[src/sv/hg_pkg.sv]
// ----------------------------------------------------------------------------
// hg_pkg: shared types and constants of the harmonic grouper
// Field widths, register map, request codes and the structs that pass
// between the sequencer, the divider and the match evaluator.
// ----------------------------------------------------------------------------
package hg_pkg;

	localparam int MAX_FUND_DEF = 16;

	localparam int FREQ_W  = 24;
	localparam int THR_W   = 16;
	localparam int IDX_W   = 8;
	localparam int FRAC_W  = 16;
	localparam int RATIO_W = FREQ_W + FRAC_W;

	localparam logic [THR_W-1:0] THR_RESET = 16'd655;

	localparam int APB_AW = 3;
	localparam int APB_DW = 32;

	// Word index of a register, taken from paddr above the byte offset.
	localparam logic [APB_AW-3:0] REG_THRESHOLD = 1'b0;

	localparam logic REQ_CLEAR    = 1'b0;
	localparam logic REQ_CLASSIFY = 1'b1;

	typedef struct packed {
		logic              start;
		logic [FREQ_W-1:0] dividend;
		logic [FREQ_W-1:0] divisor;
	} hg_div_req_t;

	typedef struct packed {
		logic               busy;
		logic               done;
		logic [RATIO_W-1:0] quotient;
	} hg_div_rsp_t;

	typedef struct packed {
		logic             hit;
		logic [IDX_W-1:0] index;
	} hg_match_t;

endpackage

[src/sv/hg_if.sv]
// ----------------------------------------------------------------------------
// hg_in_if / hg_out_if: request and result channels of the harmonic grouper
// Valid/ready channels; a transfer happens when valid and ready are high.
// ----------------------------------------------------------------------------
interface hg_in_if;
	logic                      valid;
	logic                      ready;
	logic                      req_type;
	logic [hg_pkg::FREQ_W-1:0] frequency;

	modport source (output valid, output req_type, output frequency, input ready);
	modport sink (input valid, input req_type, input frequency, output ready);
endinterface

interface hg_out_if;
	logic                     valid;
	logic                     ready;
	logic [hg_pkg::IDX_W-1:0] harmonic_index;
	logic                     new_fundamental;
	logic                     table_dropped;

	modport source (output valid, output harmonic_index, output new_fundamental,
		output table_dropped, input ready);
	modport sink (input valid, input harmonic_index, input new_fundamental,
		input table_dropped, output ready);
endinterface

[src/sv/hg_divider.sv]
// ----------------------------------------------------------------------------
// hg_divider: iterative restoring divider
// Computes (dividend << FRAC_W) / divisor, one quotient bit per cycle.
// ----------------------------------------------------------------------------
module hg_divider (
	input  logic                clk,
	input  logic                arst_n,
	input  hg_pkg::hg_div_req_t req,
	output hg_pkg::hg_div_rsp_t rsp
);
	import hg_pkg::*;

	localparam int STEPS = RATIO_W;
	localparam int CNT_W = $clog2(STEPS + 1);

	logic               busy_q;
	logic               done_q;
	logic [CNT_W-1:0]   cnt_q;
	logic [FREQ_W-1:0]  rem_q;
	logic [RATIO_W-1:0] quo_q;
	logic [FREQ_W-1:0]  dvs_q;

	logic [FREQ_W:0]    rem_sh;
	logic               ge;
	logic [FREQ_W:0]    diff;

	// The remainder stays below the divisor, so the shifted value fits FREQ_W+1 bits.
	assign rem_sh = {rem_q, quo_q[RATIO_W-1]};
	assign ge     = rem_sh >= {1'b0, dvs_q};
	assign diff   = rem_sh - {1'b0, dvs_q};

	always_ff @(posedge clk or negedge arst_n) begin
		if (!arst_n) begin
			busy_q <= 1'b0;
			done_q <= 1'b0;
			cnt_q  <= '0;
		end else if (req.start) begin
			busy_q <= 1'b1;
			done_q <= 1'b0;
			cnt_q  <= CNT_W'(STEPS);
		end else if (busy_q) begin
			cnt_q <= cnt_q - CNT_W'(1);
			if (cnt_q == CNT_W'(1)) begin
				busy_q <= 1'b0;
				done_q <= 1'b1;
			end
		end else begin
			done_q <= 1'b0;
		end
	end

	always_ff @(posedge clk) begin
		if (req.start) begin
			rem_q <= '0;
			quo_q <= {req.dividend, {FRAC_W{1'b0}}};
			dvs_q <= req.divisor;
		end else if (busy_q) begin
			rem_q <= ge ? diff[FREQ_W-1:0] : rem_sh[FREQ_W-1:0];
			quo_q <= {quo_q[RATIO_W-2:0], ge};
		end
	end

	assign rsp.busy     = busy_q;
	assign rsp.done     = done_q;
	assign rsp.quotient = quo_q;

endmodule

[src/sv/hg_match.sv]
// ----------------------------------------------------------------------------
// hg_match: ratio rounding and match test
// Rounds a fixed-point ratio half up, checks the rounding error against the
// threshold and forms the saturated harmonic index.
// ----------------------------------------------------------------------------
module hg_match (
	input  logic [hg_pkg::RATIO_W-1:0] ratio,
	input  logic [hg_pkg::THR_W-1:0]   threshold,
	output hg_pkg::hg_match_t          result
);
	import hg_pkg::*;

	localparam int K_W = RATIO_W - FRAC_W + 1;

	logic [K_W-1:0]    k;
	logic [K_W-1:0]    k_m1;
	logic [FRAC_W:0]   err;
	logic [FRAC_W:0]   frac;

	assign frac = {1'b0, ratio[FRAC_W-1:0]};
	assign k    = {1'b0, ratio[RATIO_W-1:FRAC_W]} + K_W'(ratio[FRAC_W-1]);
	assign k_m1 = k - K_W'(1);

	// Rounded up: the error is the distance to the next integer.
	assign err = ratio[FRAC_W-1] ? ((FRAC_W+1)'(1) << FRAC_W) - frac : frac;

	assign result.hit   = (k != '0) && ((err == '0) || (err < {1'b0, threshold}));
	assign result.index = (k_m1[K_W-1:IDX_W] != '0) ? {IDX_W{1'b1}} : k_m1[IDX_W-1:0];

endmodule

[src/sv/harmonic_grouper_core.sv]
// ----------------------------------------------------------------------------
// harmonic_grouper_core: groups detected frequencies by harmonic relation
// A clear request empties the table and gives no result. A classify request
// scans the entries in order until a match: store read, check, divider run
// and evaluation per entry, or only read and check for an entry holding zero;
// its result is registered once the output is free. One request at a time,
// the next taken the cycle after the result is registered. Reset empties the
// table and sets the threshold to 655.
// ----------------------------------------------------------------------------
module harmonic_grouper_core #(
	parameter int MAX_FUNDAMENTALS = hg_pkg::MAX_FUND_DEF
) (
	input  logic                      clk,
	input  logic                      arst_n,
	hg_in_if.sink                     item,
	hg_out_if.source                  result,
	input  logic                      psel,
	input  logic                      penable,
	input  logic                      pwrite,
	input  logic [hg_pkg::APB_AW-1:0] paddr,
	input  logic [hg_pkg::APB_DW-1:0] pwdata,
	output logic [hg_pkg::APB_DW-1:0] prdata,
	output logic                      pready
);
	import hg_pkg::*;

	localparam int CW = $clog2(MAX_FUNDAMENTALS + 1);
	localparam int AW = (MAX_FUNDAMENTALS > 1) ? $clog2(MAX_FUNDAMENTALS) : 1;

	typedef enum logic [2:0] {
		S_IDLE,
		S_READ,
		S_CHECK,
		S_DIV,
		S_EVAL,
		S_FINISH
	} state_t;

	state_t            state_q;
	logic [CW-1:0]     count_q;
	logic [AW-1:0]     idx_q;
	logic [FREQ_W-1:0] freq_q;
	logic [THR_W-1:0]  thr_q;
	logic              hit_q;
	logic [IDX_W-1:0]  hit_idx_q;
	logic              res_valid_q;
	logic [IDX_W-1:0]  res_idx_q;
	logic              res_new_q;
	logic              res_drop_q;
	logic [FREQ_W-1:0] rdata_q;
	logic [FREQ_W-1:0] mem [MAX_FUNDAMENTALS];

	hg_div_req_t       div_req;
	hg_div_rsp_t       div_rsp;
	hg_match_t         match;

	logic              last_entry;
	logic              out_free;
	logic              has_room;
	logic              store_we;
	logic              cfg_we;

	assign last_entry = (CW'(idx_q) + CW'(1)) == count_q;
	assign out_free   = !res_valid_q || result.ready;
	assign has_room   = count_q < CW'(MAX_FUNDAMENTALS);
	assign store_we   = (state_q == S_FINISH) && out_free && !hit_q && has_room;

	// A stored zero never matches, so it skips the divider.
	assign div_req.start    = (state_q == S_CHECK) && (rdata_q != '0);
	assign div_req.dividend = freq_q;
	assign div_req.divisor  = rdata_q;

	hg_divider u_divider (
		.clk    (clk),
		.arst_n (arst_n),
		.req    (div_req),
		.rsp    (div_rsp)
	);

	hg_match u_match (
		.ratio     (div_rsp.quotient),
		.threshold (thr_q),
		.result    (match)
	);

	assign cfg_we = psel && penable && pwrite && pready
		&& (paddr[APB_AW-1:2] == REG_THRESHOLD);
	assign pready = 1'b1;
	assign prdata = (paddr[APB_AW-1:2] == REG_THRESHOLD) ? APB_DW'(thr_q) : '0;

	always_ff @(posedge clk or negedge arst_n) begin
		if (!arst_n) begin
			thr_q <= THR_RESET;
		end else if (cfg_we) begin
			thr_q <= pwdata[THR_W-1:0];
		end
	end

	always_ff @(posedge clk) begin
		if (store_we) begin
			mem[count_q[AW-1:0]] <= freq_q;
		end
		rdata_q <= mem[idx_q];
	end

	always_ff @(posedge clk or negedge arst_n) begin
		if (!arst_n) begin
			state_q     <= S_IDLE;
			count_q     <= '0;
			idx_q       <= '0;
			freq_q      <= '0;
			hit_q       <= 1'b0;
			hit_idx_q   <= '0;
			res_valid_q <= 1'b0;
			res_idx_q   <= '0;
			res_new_q   <= 1'b0;
			res_drop_q  <= 1'b0;
		end else begin
			if (res_valid_q && result.ready && (state_q != S_FINISH)) begin
				res_valid_q <= 1'b0;
			end
			unique case (state_q)
				S_IDLE: begin
					if (item.valid) begin
						if (item.req_type == REQ_CLEAR) begin
							count_q <= '0;
						end else begin
							freq_q  <= item.frequency;
							idx_q   <= '0;
							hit_q   <= 1'b0;
							state_q <= (count_q == '0) ? S_FINISH : S_READ;
						end
					end
				end
				S_READ: begin
					state_q <= S_CHECK;
				end
				S_CHECK: begin
					if (rdata_q != '0) begin
						state_q <= S_DIV;
					end else if (last_entry) begin
						state_q <= S_FINISH;
					end else begin
						idx_q   <= idx_q + AW'(1);
						state_q <= S_READ;
					end
				end
				S_DIV: begin
					if (div_rsp.done) begin
						state_q <= S_EVAL;
					end
				end
				S_EVAL: begin
					if (match.hit) begin
						hit_q     <= 1'b1;
						hit_idx_q <= match.index;
						state_q   <= S_FINISH;
					end else if (last_entry) begin
						state_q <= S_FINISH;
					end else begin
						idx_q   <= idx_q + AW'(1);
						state_q <= S_READ;
					end
				end
				S_FINISH: begin
					if (out_free) begin
						res_valid_q <= 1'b1;
						res_idx_q   <= hit_q ? hit_idx_q : '0;
						res_new_q   <= !hit_q;
						res_drop_q  <= !hit_q && !has_room;
						if (store_we) begin
							count_q <= count_q + CW'(1);
						end
						state_q <= S_IDLE;
					end
				end
				default: begin
					state_q <= S_IDLE;
				end
			endcase
		end
	end

	assign item.ready             = (state_q == S_IDLE);
	assign result.valid           = res_valid_q;
	assign result.harmonic_index  = res_idx_q;
	assign result.new_fundamental = res_new_q;
	assign result.table_dropped   = res_drop_q;

	a_count_bound: assert property (@(posedge clk) disable iff (!arst_n)
		count_q <= CW'(MAX_FUNDAMENTALS))
		else $error("entry count exceeds table depth");

	a_drop_is_new: assert property (@(posedge clk) disable iff (!arst_n)
		result.valid |-> (!result.table_dropped || result.new_fundamental))
		else $error("dropped result not marked as new fundamental");

	a_clear_empties: assert property (@(posedge clk) disable iff (!arst_n)
		(item.valid && item.ready && item.req_type == REQ_CLEAR) |=> (count_q == '0))
		else $error("clear request did not empty the table");

	a_store_counts: assert property (@(posedge clk) disable iff (!arst_n)
		store_we |=> (count_q == $past(count_q) + CW'(1)))
		else $error("store write without count increment");

	a_div_idle_start: assert property (@(posedge clk) disable iff (!arst_n)
		div_req.start |-> !div_rsp.busy)
		else $error("divider started while busy");

endmodule
[src/flat_wrapper.sv]
// flat-port wrapper written by rule: the top's interface ports become plain ports
module harmonic_grouper_core_flat import hg_pkg::*;
#(
	parameter int MAX_FUNDAMENTALS = hg_pkg::MAX_FUND_DEF
)
  (clk, arst_n, psel, penable, pwrite, paddr, pwdata, prdata, pready, item_valid, item_req_type, item_frequency, item_ready, result_valid, result_harmonic_index, result_new_fundamental, result_table_dropped, result_ready);
  hg_in_if item_i ();
  hg_out_if result_i ();
  input  logic clk;
  input  logic arst_n;
  input  logic psel;
  input  logic penable;
  input  logic pwrite;
  input  logic [hg_pkg::APB_AW-1:0] paddr;
  input  logic [hg_pkg::APB_DW-1:0] pwdata;
  output logic [hg_pkg::APB_DW-1:0] prdata;
  output logic pready;
  input wire logic [$bits(item_i.valid)-1:0] item_valid;
  input wire logic [$bits(item_i.req_type)-1:0] item_req_type;
  input wire logic [$bits(item_i.frequency)-1:0] item_frequency;
  output wire logic [$bits(item_i.ready)-1:0] item_ready;
  output wire logic [$bits(result_i.valid)-1:0] result_valid;
  output wire logic [$bits(result_i.harmonic_index)-1:0] result_harmonic_index;
  output wire logic [$bits(result_i.new_fundamental)-1:0] result_new_fundamental;
  output wire logic [$bits(result_i.table_dropped)-1:0] result_table_dropped;
  input wire logic [$bits(result_i.ready)-1:0] result_ready;
  assign item_i.valid = item_valid;
  assign item_i.req_type = item_req_type;
  assign item_i.frequency = item_frequency;
  assign item_ready = item_i.ready;
  assign result_valid = result_i.valid;
  assign result_harmonic_index = result_i.harmonic_index;
  assign result_new_fundamental = result_i.new_fundamental;
  assign result_table_dropped = result_i.table_dropped;
  assign result_i.ready = result_ready;
  harmonic_grouper_core #(.MAX_FUNDAMENTALS(MAX_FUNDAMENTALS)) u_core (.clk(clk), .arst_n(arst_n), .item(item_i), .result(result_i), .psel(psel), .penable(penable), .pwrite(pwrite), .paddr(paddr), .pwdata(pwdata), .prdata(prdata), .pready(pready));
endmodule
[config.mk]
export PLATFORM = sky130hd
export DESIGN_NAME = harmonic_grouper_core_flat
export DESIGN_NICKNAME = d
export VERILOG_FILES = /design/src/sv/hg_pkg.sv /design/src/sv/hg_if.sv /design/src/sv/hg_divider.sv /design/src/sv/hg_match.sv /design/src/sv/harmonic_grouper_core.sv /design/src/flat_wrapper.sv
export SDC_FILE = /design/constraint.sdc
export NUM_CORES = 1
export LEC_CHECK = 0
export BUFFER_PORTS_ARGS = -buffer_cell sky130_fd_sc_hd__buf_2
export CORE_MARGIN = 10
export CORE_UTILIZATION = 35
export DETAILED_ROUTE_END_ITERATION = 12
export GPL_ROUTABILITY_DRIVEN = 0
export PLACE_DENSITY = 0.54
export SYNTH_ARGS = -nofsm -noshare
export SYNTH_HDL_FRONTEND = slang
export SYNTH_SLANG_ARGS = --single-unit
[constraint.sdc]
create_clock -name clk -period 4.7 [get_ports clk]
set_input_delay 0.705 -clock clk [delete_from_list [all_inputs] [get_ports clk]]
set_output_delay 0.705 -clock clk [all_outputs]
set_load 0.01 [all_outputs]
==> impl_metrics.toml <==
[drt]
drt_pre_antenna_iters = 7
via_count = 15986
drc_errors = 0
wl_per_cell_um = 21.3
detail-route-antenna-nets = 0
detail_route.wirelength_mm = 64.6
drt_iter0_drc = 1132
route.detailed.vias_per_inst = 5.27

[yosys]
synthesis.yosys.warnings = 0
synth_top_flop_cell = "edfxtp_1"
synthDistinctLibCells = 85
ys_seq_area_frac = 0.627
ys_async_sr_fraction = 0.139
postSynthRegisterBits = 576
synth-edff-count = 432
post_synth_inst_count = 1960
synthesis.area_per_instance_um2 = 13.2
mappedNetlistArea_mm2 = 0.0259

[cts]
clock_latency_of_the_later_clocked_register_in_the_worst_skew_pair_ns = 0.66
tritoncts_num_sinks = 576
hold_buf_count_cts = 0
cts_setup_buffers = 0
cts_tree = "yes"
cts-resized-gates = 0
clock_tree.htree_level_count = 2
clk_transition_reported_paths_ns = 0.06
cts_max_path_buffers = 3
cts-buffers-inserted = 61
root_cell_of_the_clock_tree = "clkbuf_16"

[setup_path]
worst_setup_path_end_kind = "register"
cp.required_ns = 5.17
worst-setup-path-type = "reg -> reg"
critical_path.most_common_cell = "ha_1"
critical_path.max_stage_delay_ns = 0.57
crit_family = "simple AND/OR/NAND/NOR gates"
buf_inv_stages_crit_path = 1
timing.critical_path.cells = "inv_1 > ha_1 > nor3b_1 > nand4b_1 > o31ai_1 > xnor2_1 > ha_1 > a211oi_1 > nand2_1 > o221ai_1 > a32o_2 > nand3_1 > nor4_4 > a21oi_1"
critPathLaunchType = "register"
slowest_stage = "nor4_4"
worst-path-max-fanout = 8
data_arrival_time_of_the_critical_path_ns = 4.60

[floorplan]
rows = 99
floorplan.die_area_mm2 = 0.0854
area_of_the_core_region_mm2 = 0.0732
initial_core_util = 0.354
io_pins = 112
fp.dieH_um = 292
floorplan.die.width_um = 292

[timing]
slew_at_the_pin_closest_to_its_max_slew_limit_ns = 1.05
setup_violations = 0
finalSetupTns_ns = 0
max_freq_ghz = 0.242
timing.slew.headroom = 0.298
final_min_period_over_clock_period = 0.881
grt_setup_unrepaired = "no"
finalWorstPathRequiredPeriod_ns = 4.14
report.final.hold_viol_count = 0
worst_clock_skew_ns = 0.0514
setup_ws_ns = 0.561
final-max-slew-violation-count = 0

[finish]
synthToLayoutAreaGrowth_pct = 13.3
layout.cells.most_common = "edfxtp_1"
diodes = 0
mostFrequentLayoutCells = "432 x edfxtp_1, 174 x nand2_1, 115 x mux2i_1"
finish.utilization = 0.402
nets = 2140
drive_above_1_share = 0.171

[grt]
grt_overflow_total = 0
first_pass_grt_wire_length_mm = 99.1
grt_max_degree = 111
grt_pass1_vias = 16083
grt_util_all_layers = 0.148
groute.layer.met1.usage = 0.196
grt.met3_usage = 0.0215
gr-max-usage-layer = "met2"
grt_util_met2 = 0.250
grt_antenna_before_repair = 1

[placement]
place_worst_setup_slack_ns = 0.659
place.detailed.hpwl_mm = 38.7
portBuffers = 76

[flow_run]
cap_viol_max_count = 0

[min_path]
hold_class = "in -> async"

[power_and_ir_drop]
irDropWorstVdd_uv = 375
power-per-cell-area_mw_per_mm2 = 562
p_leak_nw = 10.9

[run_status]
outcome = "finished, final reports clean"
==> through the flow <==
step | hold slack [ns] | instance area [µm²] | total power, mW | std cells
2_1_floorplan | 0.409 | 26000 | 10.5 | 1975
3_3_place_gp | 0.419 | 27300 | 11.6 | 2918
3_5_place_dp | 0.429 | 27300 | 11.7 | 2918
4_1_cts | 0.198 | 29400 | 16.7 | 3034
5_1_grt | 0.234 | 29400 | 17.5 | 3034
6_report | 0.177 | 29400 | 16.5 | 3034
==> sequential cells by signal (all words and copies together) (netlist names), 3 cells and up <==
name                          flops
u_core.mem                      384
u_core.rdata_q                   24
u_core.count_q                    5
u_core.state_q                    3
u_core.u_divider.cnt_q            6
u_core.idx_q                      4
u_core.u_divider.dvs_q           24
u_core.u_divider.quo_q           40
u_core.u_divider.rem_q           24
u_core.thr_q                     16
u_core.freq_q                    24
u_core.hit_idx_q                  8
u_core.result.harmonic_index      8
==> per-layer routing <==
| layer | part of all wire | up-vias |
|---|---|---|
| met3 | 0.044 | 87 |
| met5 | 0 | - |
| met4 | 0.027 | 0 |
| li1 | - | 7490 |
| met2 | 0.48 | 374 |
| met1 | 0.45 | 8035 |
==> power breakdown <==
| group | switching (mW) | internal (mW) | leakage (nW) |
|---|---|---|---|
| clock network | 2.02 | 2.87 | 1.02 |
| registers | 0.955 | 6.34 | 5.52 |
| logic | 2.33 | 2.00 | 4.36 |
| total | 5.30 | 11.2 | 10.9 |
==> cells in the mapped netlist, types with 11 or more instances <==
cell	number	share of area
mux2_2	56	0.024
nand2b_1	17	0.0041
mux4_2	48	0.042
a211oi_1	21	0.0061
and2_1	23	0.0055
o21ai_0	105	0.020
a31oi_1	14	0.0034
nor2_1	89	0.013
nand4_1	17	0.0041
edfxtp_1	432	0.50
buf_4	21	0.0061
dfxtp_1	64	0.049
a21oi_1	80	0.015
dfrtp_1	74	0.071
buf_1	18	0.0026
a22oi_1	25	0.0072
ha_1	50	0.024
buf_2	16	0.0031
a221oi_1	24	0.0081
clkbuf_1	73	0.011
inv_1	73	0.011
xnor2_1	38	0.013
mux2i_1	115	0.044
or3_1	14	0.0034
and3_1	11	0.0027
nor4_1	15	0.0036
nand2_1	174	0.025
nand3_1	51	0.0098
xor2_1	18	0.0061
nor3_1	27	0.0052
==> path summary, 6_finish.rpt <==
| kind | from | to | slack (ns) | cells after the start |
|---|---|---|---|---|
| max | u_core.u_divider.quo_q[0] | u_core.hit_idx_q[5] | 0.56 | 14 |
| min | arst_n | u_core.thr_q[5] | 0.18 | 1 |
| max reg2reg | u_core.u_divider.quo_q[0] | u_core.hit_idx_q[5] | 0.56 | 14 |
| min reg2reg | u_core.rdata_q[21] | u_core.u_divider.dvs_q[21] | 0.44 | 0 |
| max in group asynchronous | arst_n | u_core.idx_q[0] | 3.58 | 2 |
| min in group clk | item_frequency[22] | u_core.freq_q[22] | 0.29 | 2 |
==> cells by family (layout without fill, tap and decap cells) <==
family | after synthesis | after routing | share of synthesized area
adders and majority gates | 51 | 51 | 0.0249
DFF | 576 | 576 | 0.627
muxes | 219 | 219 | 0.110
other | 2 | 17 | 0.000289
and+or+nand+nor | 494 | 494 | 0.0949
buffers and inverters | 202 | 302 | 0.0333
AOI/OAI and AO/OA | 360 | 360 | 0.0906
xor gates and xnor gates | 56 | 56 | 0.0189
==> worst reg2reg max path, stage by stage, from the launching register on <==
cell and delay (ns):
dfxtp_1 0.38, inv_1 0.09, ha_1 0.19, nor3b_1 0.56, nand4b_1 0.36, o31ai_1 0.33, xnor2_1 0.16, ha_1 0.26
a211oi_1 0.20, nand2_1 0.08, o221ai_1 0.21, a32o_2 0.28, nand3_1 0.16, nor4_4 0.57, a21oi_1 0.15
==> final cells by class <==
class,instances,area [µm²]
fillers,6754,43800
flip-flops and latches,576,16300
multi-input cells,1197,8880
clock buffers,92,1790
well taps,959,1200
repair buffers,113,686
clock inverters,24,304
inverters,73,274
No activity file was read; power rests on OpenSTA's default activity.
